$ cat config.mk
export PLATFORM = sky130hd
export DESIGN_NAME = cobs_leading_delim_deframer_top
export DESIGN_NICKNAME = d
export VERILOG_FILES = /design/src/sv/cobs_dfr_pkg.sv /design/src/sv/cobs_leading_delim_deframer_top.sv
export SDC_FILE = /design/constraint.sdc
export NUM_CORES = 1
export LEC_CHECK = 0
export BUFFER_PORTS_ARGS = -buffer_cell sky130_fd_sc_hd__clkbuf_2
export CORE_ASPECT_RATIO = 0.8
export CORE_UTILIZATION = 60
export CTS_BUF_LIST = sky130_fd_sc_hd__clkbuf_8 sky130_fd_sc_hd__clkbuf_16
export DETAILED_ROUTE_END_ITERATION = 16
export PLACE_DENSITY = 0.78
export REMOVE_ABC_BUFFERS = 1
export SYNTH_ARGS = -nofsm -noshare
export SYNTH_HDL_FRONTEND = slang
export SYNTH_SLANG_ARGS = --single-unit
$ cat constraint.sdc
create_clock -name clock -period 6.4 [get_ports clock]
set_clock_uncertainty 0.05 [all_clocks]
set_input_delay 0.32 -clock clock [delete_from_list [all_inputs] [get_ports clock]]
set_output_delay 0.32 -clock clock [all_outputs]
set_load 0.03 [all_outputs]
$ cat src/sv/cobs_dfr_pkg.sv
// ----------------------------------------------------------------------------
// cobs deframer package
// shared types and constants for the leading-delimiter cobs deframer
// ----------------------------------------------------------------------------
package cobs_dfr_pkg;

   localparam int HDR_BYTES   = 1 + 2;
   localparam int MAX_RESULTS = 3;

   localparam logic [7:0] DELIM_BYTE = 8'h00;
   localparam logic [7:0] FULL_CODE  = 8'hFF;

   typedef enum logic [1:0] {
      KIND_PAYLOAD   = 2'd0,
      KIND_DONE      = 2'd1,
      KIND_BAD_MAGIC = 2'd2,
      KIND_TRUNCATED = 2'd3
   } kind_type;

   // decoder state carried from byte to byte
   typedef struct packed {
      logic [7:0]  group_left;
      logic        group_is_full;
      logic        skipping;
      logic [1:0]  header_count;
      logic [7:0]  header_first;
      logic [15:0] length;
      logic [15:0] payload_count;
   } dec_state_type;

   // one result transaction
   typedef struct packed {
      kind_type    kind;
      logic [7:0]  data;
      logic [3:0]  command;
      logic [15:0] index;
      logic [15:0] length;
   } rsp_item_type;

   // state after one byte plus the results it caused
   typedef struct packed {
      dec_state_type                        state;
      rsp_item_type [MAX_RESULTS-1:0]       res;
      logic [1:0]                           count;
   } step_type;

endpackage

$ cat src/sv/cobs_leading_delim_deframer_top.sv
// ----------------------------------------------------------------------------
// cobs leading-delimiter deframer
// decodes a cobs byte stream where the zero delimiter opens each packet,
// parses the three-byte header and emits payload and status transactions
// ----------------------------------------------------------------------------
// path: an accepted byte is registered in the input stage, then decoded, and its
//   results are registered in the bundle; a busy bundle holds it in the input stage
// throughput: one byte per cycle while each byte yields at most one result and
//   rsp_stall is low; a byte that yields more results (up to 3) holds the input
//   stage until they drain, since the result port moves at most one transaction per cycle
// reset: synchronous, active high; clears decoder state, magic register and
//   both pipeline stages
// ----------------------------------------------------------------------------
module cobs_leading_delim_deframer_top (
   input  logic        clock,
   input  logic        reset,
   // configuration
   input  logic        csr_write_enable,
   input  logic [3:0]  csr_write_data,
   // encoded byte input
   input  logic        req_valid,
   output logic        req_stall,
   input  logic [7:0]  req_rx_byte,
   // decoded result output
   output logic        rsp_valid,
   input  logic        rsp_stall,
   output logic [1:0]  rsp_out_kind,
   output logic [7:0]  rsp_out_byte,
   output logic [3:0]  rsp_command_code,
   output logic [15:0] rsp_payload_index,
   output logic [15:0] rsp_payload_length,
   output logic        rsp_last
);

   // append one result to the step bundle, fields taken from current state
   function automatic cobs_dfr_pkg::step_type emit(
      input cobs_dfr_pkg::step_type st,
      input cobs_dfr_pkg::kind_type kind,
      input logic [7:0]             data,
      input logic [15:0]            index
   );
      cobs_dfr_pkg::step_type       r;
      cobs_dfr_pkg::rsp_item_type   item;
      r          = st;
      item.kind  = kind;
      item.data  = data;
      item.index = index;
      item.command = (st.state.header_count >= 2'd1) ? st.state.header_first[3:0] : 4'd0;
      item.length  = (st.state.header_count >= 2'(cobs_dfr_pkg::HDR_BYTES))
                     ? st.state.length : 16'd0;
      if (st.count < 2'(cobs_dfr_pkg::MAX_RESULTS)) begin
         r.res[st.count] = item;
         r.count         = st.count + 2'd1;
      end
      return r;
   endfunction

   // one decoded byte goes to the header parser or out as payload
   function automatic cobs_dfr_pkg::step_type take_decoded(
      input cobs_dfr_pkg::step_type st,
      input logic [7:0]             b,
      input logic [3:0]             magic
   );
      cobs_dfr_pkg::step_type r;
      r = st;
      if (!r.state.skipping) begin
         if (r.state.header_count < 2'(cobs_dfr_pkg::HDR_BYTES)) begin
            case (r.state.header_count)
               2'd0: begin
                  r.state.header_first = b;
               end
               2'd1: begin
                  r.state.length[7:0] = b;
               end
               default: begin
                  r.state.length[15:8] = b;
               end
            endcase
            r.state.header_count = r.state.header_count + 2'd1;
            if (r.state.header_count == 2'(cobs_dfr_pkg::HDR_BYTES)) begin
               if (r.state.header_first[7:4] != magic) begin
                  r = emit(r, cobs_dfr_pkg::KIND_BAD_MAGIC, 8'd0, r.state.payload_count);
                  r.state.skipping = 1'b1;
               end else if (r.state.length == 16'd0) begin
                  r = emit(r, cobs_dfr_pkg::KIND_DONE, 8'd0, r.state.payload_count);
                  r.state.skipping = 1'b1;
               end
            end
         end else begin
            r = emit(r, cobs_dfr_pkg::KIND_PAYLOAD, b, r.state.payload_count);
            r.state.payload_count = r.state.payload_count + 16'd1;
            if (r.state.payload_count == r.state.length) begin
               r = emit(r, cobs_dfr_pkg::KIND_DONE, 8'd0, r.state.payload_count);
               r.state.skipping = 1'b1;
            end
         end
      end
      return r;
   endfunction

   // state after a delimiter or after reset
   function automatic cobs_dfr_pkg::dec_state_type cleared();
      cobs_dfr_pkg::dec_state_type s;
      s.group_left    = 8'd0;
      s.group_is_full = 1'b1;
      s.skipping      = 1'b0;
      s.header_count  = 2'd0;
      s.header_first  = 8'd0;
      s.length        = 16'd0;
      s.payload_count = 16'd0;
      return s;
   endfunction

   // full per-byte update
   function automatic cobs_dfr_pkg::step_type decode_byte(
      input cobs_dfr_pkg::dec_state_type s,
      input logic [7:0]                  b,
      input logic [3:0]                  magic
   );
      cobs_dfr_pkg::step_type r;
      r       = '0;
      r.state = s;
      if (b == cobs_dfr_pkg::DELIM_BYTE) begin
         // delimiter in the middle of a packet reports truncation
         if (!s.skipping && (s.group_left != 8'd0 || s.header_count != 2'd0 ||
                             s.payload_count != 16'd0)) begin
            r = emit(r, cobs_dfr_pkg::KIND_TRUNCATED, 8'd0, s.payload_count);
         end
         r.state = cleared();
      end else if (!s.skipping) begin
         if (s.group_left == 8'd0) begin
            // code byte opens a group
            r.state.group_left    = b - 8'd1;
            r.state.group_is_full = (b == cobs_dfr_pkg::FULL_CODE);
         end else begin
            r.state.group_left = s.group_left - 8'd1;
            r = take_decoded(r, b, magic);
         end
         // inserted zero at the end of a short group
         if (!r.state.skipping && r.state.group_left == 8'd0 && !r.state.group_is_full) begin
            r.state.group_is_full = 1'b1;
            r = take_decoded(r, 8'd0, magic);
         end
      end
      return r;
   endfunction

   // configuration
   logic [3:0] magic_ff;

   // input stage
   logic       in_valid_ff;
   logic [7:0] in_byte_ff;

   // decoder state and result bundle
   cobs_dfr_pkg::dec_state_type                         state_ff;
   cobs_dfr_pkg::rsp_item_type [cobs_dfr_pkg::MAX_RESULTS-1:0] bundle_ff;
   logic [1:0]                                          bundle_count_ff;
   logic [1:0]                                          bundle_pos_ff;

   cobs_dfr_pkg::step_type     step_in;
   cobs_dfr_pkg::rsp_item_type cur_item;
   logic                       req_take;
   logic                       rsp_take;
   logic                       bundle_free;
   logic                       advance;

   assign step_in     = decode_byte(state_ff, in_byte_ff, magic_ff);

   // bundle register is free when empty or its final transaction leaves now
   assign rsp_valid   = (bundle_count_ff != 2'd0);
   assign rsp_take    = rsp_valid && !rsp_stall;
   assign bundle_free = (bundle_count_ff == 2'd0) || (bundle_count_ff == 2'd1 && rsp_take);
   assign advance     = in_valid_ff && bundle_free;

   // input stage holds one byte while the bundle drains
   assign req_stall   = in_valid_ff && !advance;
   assign req_take    = req_valid && !req_stall;

   // output mux over the bundle
   assign cur_item           = bundle_ff[bundle_pos_ff];
   assign rsp_out_kind       = cur_item.kind;
   assign rsp_out_byte       = cur_item.data;
   assign rsp_command_code   = cur_item.command;
   assign rsp_payload_index  = cur_item.index;
   assign rsp_payload_length = cur_item.length;
   assign rsp_last           = (bundle_count_ff == 2'd1);

   // magic nibble register
   always_ff @(posedge clock) begin
      if (reset) begin
         magic_ff <= 4'd0;
      end else if (csr_write_enable) begin
         magic_ff <= csr_write_data;
      end
   end

   // input register
   always_ff @(posedge clock) begin
      if (reset) begin
         in_valid_ff <= 1'b0;
      end else if (req_take) begin
         in_valid_ff <= 1'b1;
      end else if (advance) begin
         in_valid_ff <= 1'b0;
      end
   end

   always_ff @(posedge clock) begin
      if (req_take) begin
         in_byte_ff <= req_rx_byte;
      end
   end

   // decoder state advances as each byte moves into the bundle
   always_ff @(posedge clock) begin
      if (reset) begin
         state_ff <= cleared();
      end else if (advance) begin
         state_ff <= step_in.state;
      end
   end

   // result bundle: load up to three transactions, drain one per cycle while rsp_stall is low
   always_ff @(posedge clock) begin
      if (reset) begin
         bundle_count_ff <= 2'd0;
         bundle_pos_ff   <= 2'd0;
      end else if (advance) begin
         bundle_count_ff <= step_in.count;
         bundle_pos_ff   <= 2'd0;
      end else if (rsp_take) begin
         bundle_count_ff <= bundle_count_ff - 2'd1;
         bundle_pos_ff   <= bundle_pos_ff + 2'd1;
      end
   end

   always_ff @(posedge clock) begin
      if (advance) begin
         bundle_ff <= step_in.res;
      end
   end

   // bundle read pointer never runs past the three slots
   a_bundle_span: assert property (@(posedge clock) disable iff (reset)
      rsp_valid |-> ({1'b0, bundle_pos_ff} + {1'b0, bundle_count_ff}
                     <= 3'(cobs_dfr_pkg::MAX_RESULTS)))
      else $error("bundle pointer overrun");

   // status transactions always close out the byte that caused them
   a_status_last: assert property (@(posedge clock) disable iff (reset)
      rsp_valid && rsp_out_kind != cobs_dfr_pkg::KIND_PAYLOAD |-> rsp_last)
      else $error("status transaction not last");

   // payload position stays below the header length
   a_payload_range: assert property (@(posedge clock) disable iff (reset)
      rsp_valid && rsp_out_kind == cobs_dfr_pkg::KIND_PAYLOAD
      |-> rsp_payload_index < rsp_payload_length)
      else $error("payload index beyond length");

   // a byte held in the input stage is consumed once the bundle frees up
   a_input_drain: assert property (@(posedge clock) disable iff (reset)
      advance && !req_take |=> !in_valid_ff)
      else $error("input stage not released");

endmodule
; ---- Word level (Yosys, flattened, before mapping)
; Cells that the tools add are included.
[classes]
shift = 0
n_lt_le_gt_ge = 20
multipliers = 0
n_eq_ne = 11
n_reduce_logical = 38
div_mod_pow = 0
n_mux = 93
n_bitwise = 0
add_sub_neg = 11
[ops]
columns = op, n
row1 = $mux W183, 14
row2 = $mux W140, 10
row3 = $bwmux W138, 5
row4 = $mux W192, 2
row5 = $demux W46 S2, 3
row6 = $mux W8, 33
row7 = $mux W48, 5
row8 = $mux W184, 1
row9 = $mux W46, 4
row10 = $bmux W46 S2, 1
row11 = $mux W16, 4
row12 = $add A16 B1 Y16 const B, 2
row13 = $eq A16 B16 Y1, 2
row14 = $logic_not A16 Y1, 2
row15 = $mux W9, 3
row16 = $logic_not A8 Y1, 3
row17 = $mux W4, 4
row18 = $reduce_bool A16 Y1, 1
row19 = $sub A8 B1 Y8 const B, 2
row20 = $ge A2 B1 Y1 const B, 7
row21 = $add A2 B1 Y2 const B, 6
row22 = $lt A2 B3 Y1 const B, 4
row23 = $logic_and A1 B1 Y1, 11
row24 = $lt A2 B2 Y1 const B, 5
row25 = other kinds (16), 39
[word_totals]
latchBits = 0
reg_bits = 207
wordCells = 200
inputBits = 17
romBits = 0
memories = 0
out_inout_bits = 49
ram_bits = 0

; ---- Logic depth before layout (Yosys ltp)
; Gate-level depths: netlist of run 1.
[depth]
depth_word = 41
depth_mapped = 19
depth_no_buf = 15

; ---- Worst setup path after synthesis of run 1
; No wires, ideal clock.
[synth_path]
kind = reg2reg
startpoint = register state_ff[41] (netlist bit)
endpoint = register bundle_ff[77] (netlist bit), data pin
t_arrival_ns = 5.180
setup_time_ns = 0.161
n_path_buf = 5
period_less_slack_ns = 5.391
required_ns = 6.189
path_slack_ns = 1.009
stages_incl_launch_ff = 19
cell_sequence = dfxtp_1 > clkbuf_1 > nand2_1 > a31oi_1 > clkbuf_1 > clkbuf_1 > xnor2_1 > ha_1 > nand4_1 > and2_0 > clkbuf_1 > nor4_1 > nor3b_1 > or4_1 > or4_4 > or3_1 > buf_2 > o41a_1 > o221ai_2
[synth_between]
elab_chain_cells = 34
elab_cells_between_ends = 97
cone_classes = 4 x add/sub / 8 x order compare / 7 x eq/ne / 67 x mux / 11 x reduce/logical
[synth_rtl]
columns = element, line_no
row1 = "start, declared", cobs_leading_delim_deframer_top.sv:156  ; cobs_dfr_pkg::dec_state_type state_ff;
row2 = "start signal, assigned", cobs_leading_delim_deframer_top.sv:218  ; state_ff <= cleared();
row3 = "start signal, assigned", cobs_leading_delim_deframer_top.sv:220  ; state_ff <= step_in.state;
row4 = $eq A2 B1 Y1 / $logic_not A2 Y1 (equally long branches), cobs_leading_delim_deframer_top.sv:68  ; case (r.state.header_count)
row5 = $reduce_or A2 Y1 (no line), --
row6 = $mux W8, cobs_leading_delim_deframer_top.sv:68
row7 = $mux W8, cobs_leading_delim_deframer_top.sv:67  ; if (r.state.header_count < 2'(cobs_dfr_pkg::HDR_BYTES)) begin
row8 = $mux W8, cobs_leading_delim_deframer_top.sv:131  ; if (s.group_left == 8'd0) begin
row9 = $mux W8, cobs_leading_delim_deframer_top.sv:130  ; end else if (!s.skipping) begin
row10 = $mux W8, cobs_leading_delim_deframer_top.sv:123  ; if (b == cobs_dfr_pkg::DELIM_BYTE) begin
row11 = $logic_not A16 Y1, cobs_leading_delim_deframer_top.sv:84  ; end else if (r.state.length == 16'd0) begin
row12 = [... 18 more ...], --
row13 = $bwmux W138, cobs_leading_delim_deframer_top.sv:52  ; r.res[st.count] = item;
row14 = $mux W140, cobs_leading_delim_deframer_top.sv:51  ; if (st.count < 2'(cobs_dfr_pkg::MAX_RESULTS)) begin
row15 = $mux W183, cobs_leading_delim_deframer_top.sv:92  ; if (r.state.payload_count == r.state.length) begin
row16 = $mux W183, cobs_leading_delim_deframer_top.sv:67
row17 = $mux W183, cobs_leading_delim_deframer_top.sv:66  ; if (!r.state.skipping) begin
row18 = $mux W184 *, cobs_leading_delim_deframer_top.sv:140  ; if (!r.state.skipping && r.state.group_left == 8'd0 && !r.state.group_is_full) begin
row19 = $mux W192 *, cobs_leading_delim_deframer_top.sv:130
row20 = $mux W192 *, cobs_leading_delim_deframer_top.sv:123
row21 = "end signal, assigned", cobs_leading_delim_deframer_top.sv:240  ; bundle_ff <= step_in.res;
row22 = "end, declared", cobs_leading_delim_deframer_top.sv:157  ; cobs_dfr_pkg::rsp_item_type [cobs_dfr_pkg::MAX_RESULTS-1:0] bundle_ff;
; Every way passes the cells marked *; elsewhere a longest branch is shown, timed or not. The select of a mux whose other input is x is not followed.
; A chain may end at the register's enable or synchronous reset.

; ---- Worst setup path in the final report of run 1
[layout_path]
startpoint = register state_ff[51] (netlist bit)
endpoint = register bundle_ff[101] (netlist bit), data pin
[layout_between]
elab_chain_cells = 23
elab_cells_between_ends = 80
cone_classes = 4 x add/sub / 9 x order compare / 4 x eq/ne / 52 x mux / 11 x reduce/logical
[layout_rtl]
columns = element, line_no
row1 = $logic_not A8 Y1, cobs_leading_delim_deframer_top.sv:131
row2 = $mux W183, cobs_leading_delim_deframer_top.sv:131
row3 = $mux W183, cobs_leading_delim_deframer_top.sv:130
row4 = $mux W183, cobs_leading_delim_deframer_top.sv:123
row5 = $add A2 B1 Y2 (tied with other cells), cobs_leading_delim_deframer_top.sv:53  ; r.count = st.count + 2'd1;
row6 = $mux W140 (tied with other cells), cobs_leading_delim_deframer_top.sv:51
row7 = $mux W140 (tied with other cells), cobs_leading_delim_deframer_top.sv:67
row8 = $mux W140 (tied with other cells), cobs_leading_delim_deframer_top.sv:66
row9 = [... 7 more ...], --
row10 = $bwmux W138 / $mux W183 (equally long branches), "cobs_leading_delim_deframer_top.sv:52, cobs_leading_delim_deframer_top.sv:84"
row11 = $mux W140 / $mux W183 (equally long branches), "cobs_leading_delim_deframer_top.sv:51, cobs_leading_delim_deframer_top.sv:81"
row12 = $mux W183 (on tied branches), "cobs_leading_delim_deframer_top.sv:92, cobs_leading_delim_deframer_top.sv:80"
row13 = $mux W183, cobs_leading_delim_deframer_top.sv:67
row14 = $mux W183, cobs_leading_delim_deframer_top.sv:66
row15 = $mux W184 *, cobs_leading_delim_deframer_top.sv:140
row16 = $mux W192 *, cobs_leading_delim_deframer_top.sv:130
row17 = $mux W192 *, cobs_leading_delim_deframer_top.sv:123
; Marks and branches as above.

==> results of run 1 <==
state kept, by name, indices dropped and copies added, names as in the netlist:
signal / cells
magic_ff: 4
bundle_count_ff: 2
bundle_pos_ff: 2
bundle_ff: 122
in_valid_ff: 1
state_ff: 52
in_byte_ff: 8
report_power, final:
group | internal, mW | switching (mW) | total, mW
combinational | 0.328 | 0.690 | 1.02
clock | 0.522 | 0.523 | 1.05
sequential | 1.41 | 0.0582 | 1.47
total | 2.26 | 1.27 | 3.54
cells by family after synthesis:
| family | Yosys count | synth area share |
|---|---|---|
| and+or+nand+nor | 488 | 0.199 |
| AOI/OAI and AO/OA | 360 | 0.197 |
| DFF | 191 | 0.423 |
| buffers and inverters | 136 | 0.0436 |
| xor gates and xnor gates | 93 | 0.0765 |
| muxes | 65 | 0.0541 |
| adders and majority gates | 7 | 0.00723 |
| other | 1 | 0.000309 |
synthesized netlist by cell type (all sizes together), types with 11 or more instances:
master,instances,area share
a22o,23,0.017
dfxtp,61,0.10
a31oi,12,0.0062
nand4,18,0.0093
mux2i,61,0.050
o22ai,15,0.0077
xor2,28,0.020
a22oi,35,0.022
o221ai,11,0.0085
inv,35,0.011
nand2b,13,0.0067
o21ai,114,0.047
nor2,118,0.037
o31ai,12,0.0086
nand3,23,0.0095
nand2,153,0.048
edfxtp,130,0.32
nor4,23,0.012
nor3,34,0.016
buf,17,0.0067
and2,40,0.021
a21oi,57,0.024
or3,18,0.0093
xnor2,57,0.041
clkbuf,83,0.026
critical path, cell delays in order (launching register included):
cell      delay (ns)
dfxtp_1         0.37
or3_1           0.58
nor3_4          0.72
a21oi_1         0.23
ha_1            0.26
or3b_2          0.23
or3_1           0.14
o22a_1          0.15
o22a_1          0.16
o211ai_1        0.15
nor4bb_1        0.47
nand2_1         0.40
nor2_1          0.85
o21ai_1         0.54
nor3_1          0.27
final cells by class:
cell class,count,share of cell area
repair buffers,114,0.0534
well taps,264,0.0247
clock buffers,18,0.0329
multi-input cells,1015,0.485
clock inverters,14,0.00928
diodes,1,0.000187
flip-flops and latches,191,0.384
inverters,36,0.0103
path summary, 6_finish.rpt:
kind                      from        endpoint  slack (ns)  cells after the start
setup / recovery  state_ff[51]  bundle_ff[101]        0.65                     14
hold / removal       req_valid     in_valid_ff        0.03                      3
setup reg to reg  state_ff[51]  bundle_ff[101]        0.65                     14
hold reg to reg    magic_ff[1]     magic_ff[1]        0.45                      2
metal layers:
layer	part of all wire	wire, um
met1	0.41	16400
met2	0.41	16500
met3	0.14	5450
met4	0.040	1610
met5	0.00033	13
==> results.toml, run 1 <==
[status]
status = "finished, final reports clean"

[global_route]
grt_max_degree = 69
antenna_found_initial = 2
use_met3 = 0.119
track_usage = 0.394
grt_pass1_wl_mm = 61.7
grt_busiest_layer = "met2"
gr-usage-met2 = 0.562
met1_usage = 0.551
grt_pass1_vias = 10500
grt_overflow = 0

[sta]
worst_slack_ns = 0.653
slew_headroom = 0.114
hold_viol = 0
slew_violations = 0
tightest_slew_ns = 1.32
holdWs_ns = 0.0333
finalCritPeriodShare = 0.898
setup_tns_ns = 0
setup_viol = 0
fin_crit_ns = 5.75
maxClockFrequency_mhz = 174
rsz0062_at_grt = "no"

[critical_path]
critPathMaxFanout = 17
critPathKind = "register to register"
crit_path_end_kind = "register"
cp.arrival_ns = 5.97
required_ns = 6.63
startpoint_type = "register"

[pwr]
peakVddDrop_mv = 0.167
power.density_mw_per_mm2 = 265
power_mw = 3.54
p_leak_nw = 4.51

[logic_synthesis]
avgSynthCellArea_um2 = 9.04
synth_cells = 1341
synth_flop_cell = "edfxtp_1"
yosysUniqueCellTypes = 81
yosysWarnings = 0
synth_edf_count = 130
ys_ff_latch = 191
synthArstFlopShare = 0
ys_seq_area_frac = 0.423
syn-cell-area_mm2 = 0.0121

[cells_and_area]
final_cell_area_mm2 = 0.0134
nets = 1399
syn2layout_area_growth_pct = 10.2
mostFrequentLayoutCells = "152 x nand2_1, 130 x edfxtp_1, 118 x nor2_1, 106 x o21ai_0, 65 x clkbuf_2"
n_fill_cell = 1614
seq_area_mm2 = 0.00513
multi_input_area_mm2 = 0.00648
post-route-util = 0.674
stdcell_count = 1653
final_common_cell = "nand2_1"
final_layout_size_suffix_gt1_frac = 0.115

[cts]
clock_latency_ns = 0.46
ctsLongestPathBuffers = 2
cts_root_buf = "clkbuf_16"
cts_tree = "built"
holdBufCountCts = 8
clk_pin_slew_worst_paths_ns = 0.07
cts_resized = 0
cts_buffers = 17
ctsHtreeMaxLevel = 4
cts_setup_buffers = 0
cts_sinks = 191

[worst_hold_path]
worstHoldPathType = "primary input to register"

[floorplanning]
chipWidth_um = 161
io_pins = 66
fp-row-count = 46
core_mm2 = 0.0198
initial_core_util = 0.612
dieArea_mm2 = 0.0208
die_h_um = 129

[drt]
firstDrtPassIters = 8
antenna_left = 0
dr_total_vias = 11400
drt_iter0_drc = 1713
vias_per_cell = 6.87
remaining_drc_errors = 0
wl_per_cell_um = 24.2
routed_wl_mm = 40.0

[placed_design]
portBuffers = 65
placed_cell_area_mm2 = 0.0127
place.gp.congestion = 1.01
dp_hpwl_mm = 27.3
dp_slack_ns = 0.820
placedCellCount = 1612

[run]
cap_violations = 0
No activity file was read; power rests on OpenSTA's default activity.
==> run 2: changes to the inputs <==
RECOVER_POWER = 50   (was not set)
==> run 2 against run 1 <==
Effect of this change:
- the run now ends with max-capacitance violations, max-slew violations left
- clock-buffer cell count unchanged
- utilization shrank 0.37 points
- hold slack about the same
- power decreased by 0.20%
- non-clock buffer count stayed put
- cell area down 0.54%
- via count down 0.54%
- critical path type unchanged
==> results.toml, run 2 (synthesis results as in run 1) <==
[cts]
cts_setup_buffers = 0
holdBufCountCts = 8
clk_pin_slew_worst_paths_ns = 0.08
cts_buffers = 17
ctsLongestPathBuffers = 2
clock_latency_ns = 0.46
cts_resized = 0
ctsHtreeMaxLevel = 4
cts_tree = "built"
cts_root_buf = "clkbuf_16"
cts_sinks = 191

[floorplanning]
dieArea_mm2 = 0.0208
fp-row-count = 46
initial_core_util = 0.612
die_h_um = 129
core_mm2 = 0.0198
chipWidth_um = 161
io_pins = 66

[pwr]
p_leak_nw = 4.35
peakVddDrop_mv = 0.167
p_seq_frac = 0.418
power.internal_mw = 2.26
power.density_mw_per_mm2 = 266
pwr-share-comb = 0.285
swShare = 0.360
clkPwrFrac = 0.296
p_sw_mw = 1.27

[drt]
firstDrtPassIters = 7
remaining_drc_errors = 0
drt_iter0_drc = 1681
vias_per_cell = 6.83
antenna_left = 0
wl_per_cell_um = 24.2
routed_wl_mm = 39.9
dr_total_vias = 11300

[sta]
maxClockFrequency_mhz = 173
rsz0062_at_grt = "no"
finalCritPeriodShare = 0.901
fin_crit_ns = 5.77
slew_violations = 225
setup_tns_ns = 0
hold_viol = 0
tightest_slew_ns = 3.58
setup_viol = 0
slew_headroom = -1.39
worst_slack_ns = 0.633

[status]
failed_checks = "max-capacitance violations, max-slew violations"
status = "finished, violations left"

[critical_path]
critPathKind = "register to register"
required_ns = 6.63
startpoint_type = "register"
crit_path_end_kind = "register"
cp.arrival_ns = 6.00
timing.rr.end = "bundle_ff[77]"
r2r_start = "state_ff[51]"
critPathMaxFanout = 19
r2r_slack_ns = 0.63
reg2reg_depth = 12

[worst_hold_path]
worstHoldPathType = "primary input to register"
min_path_cells = 3
hold_end = "in_valid_ff"
hp-start = "req_valid"

[placed_design]
dp_hpwl_mm = 27.3
place.gp.congestion = 1.01
dp_slack_ns = 0.820
portBuffers = 65

[global_route]
grt_overflow = 0
grt_max_degree = 69
grt_pass1_vias = 10500
antenna_found_initial = 2
grt_pass1_wl_mm = 61.7
track_usage = 0.394

[cells_and_area]
final_layout_size_suffix_gt1_frac = 0.0807
multi_input_area_mm2 = 0.00648
regMostFlops = "bundle_ff"
syn2layout_area_growth_pct = 9.57
seq_area_mm2 = 0.00513
largest_reg_flops = 122
n_fill_cell = 1641
nets = 1399
mostFrequentLayoutCells = "152 x nand2_1, 130 x edfxtp_1, 118 x nor2_1, 106 x o21ai_0, 61 x mux2i_1"
final_common_cell = "nand2_1"
reg.largest.list = "bundle_ff: 122 flops, state_ff: 52 flops, in_byte_ff: 8 flops"

[run]
cap_violations = 5
==> run 2: cell type report <==
| class | count | share of cell area |
|---|---|---|
| Antenna cell | 1 | 0.000188 |
| Clock buffer | 18 | 0.0331 |
| Clock inverter | 14 | 0.00933 |
| Inverter | 36 | 0.0104 |
| Multi-Input combinational cell | 1015 | 0.488 |
| Sequential cell | 191 | 0.386 |
| Tap cell | 264 | 0.0249 |
| Timing Repair Buffer | 114 | 0.0482 |
==> run 2: stage by stage <==
step                cell area, um2  total power, mW  utilization  hold WS [ns]  instances
floorplan                    11700             2.17            -         0.342       1242
global route                 13300             3.65        0.671        0.0937       1652
finish                       13300             3.53        0.671        0.0332       1653
global placement             12700             2.46        0.642         0.431       1612
detailed placement           12700             2.48        0.642         0.435       1612
CTS                          13400             3.50        0.674        0.0295       1652
==> run 2: how the worst max path moves through the flow <==
stage	from	to	slack [ns]	depth (start not counted)
detailed placement	state_ff[51]	bundle_ff[77]	0.82	12
global route	state_ff[51]	bundle_ff[101]	0.38	14
global placement	state_ff[51]	bundle_ff[77]	0.93	12
CTS	state_ff[51]	bundle_ff[77]	0.78	12
finish	state_ff[51]	bundle_ff[77]	0.63	12
floorplan	state_ff[40]	bundle_ff[77]	0.45	13
==> run 2: routing by layer <==
| layer | up-vias | share of wire | track usage |
|---|---|---|---|
| met1 | 5301 | 0.41 | 0.551 |
| li1 | 5007 | - | - |
| met4 | 2 | 0.040 | 0.180 |
| met2 | 845 | 0.41 | 0.562 |
| met3 | 137 | 0.14 | 0.119 |
| met5 | - | 0.00033 | 0 |
==> run 2: power groups by stage <==
stage               Combinational (mW)  Clock, mW  Sequential [mW]
floorplan                        0.668          0             1.50
global placement                 0.970          0             1.49
detailed placement               0.980          0             1.50
CTS                              0.989       1.04             1.47
global route                      1.08       1.09             1.48
finish                            1.01       1.05             1.48
==> run 2: critical path: stages (launching register included) <==
cell	delay, ns
dfxtp_1	0.37
or3_1	0.58
o31ai_4	0.86
o21ai_1	0.27
a222oi_1	0.37
buf_4	0.24
nand2_2	0.08
and3b_1	0.22
or4_1	0.50
or4_4	0.58
or3_1	0.77
o41a_1	0.52
o221ai_2	0.16
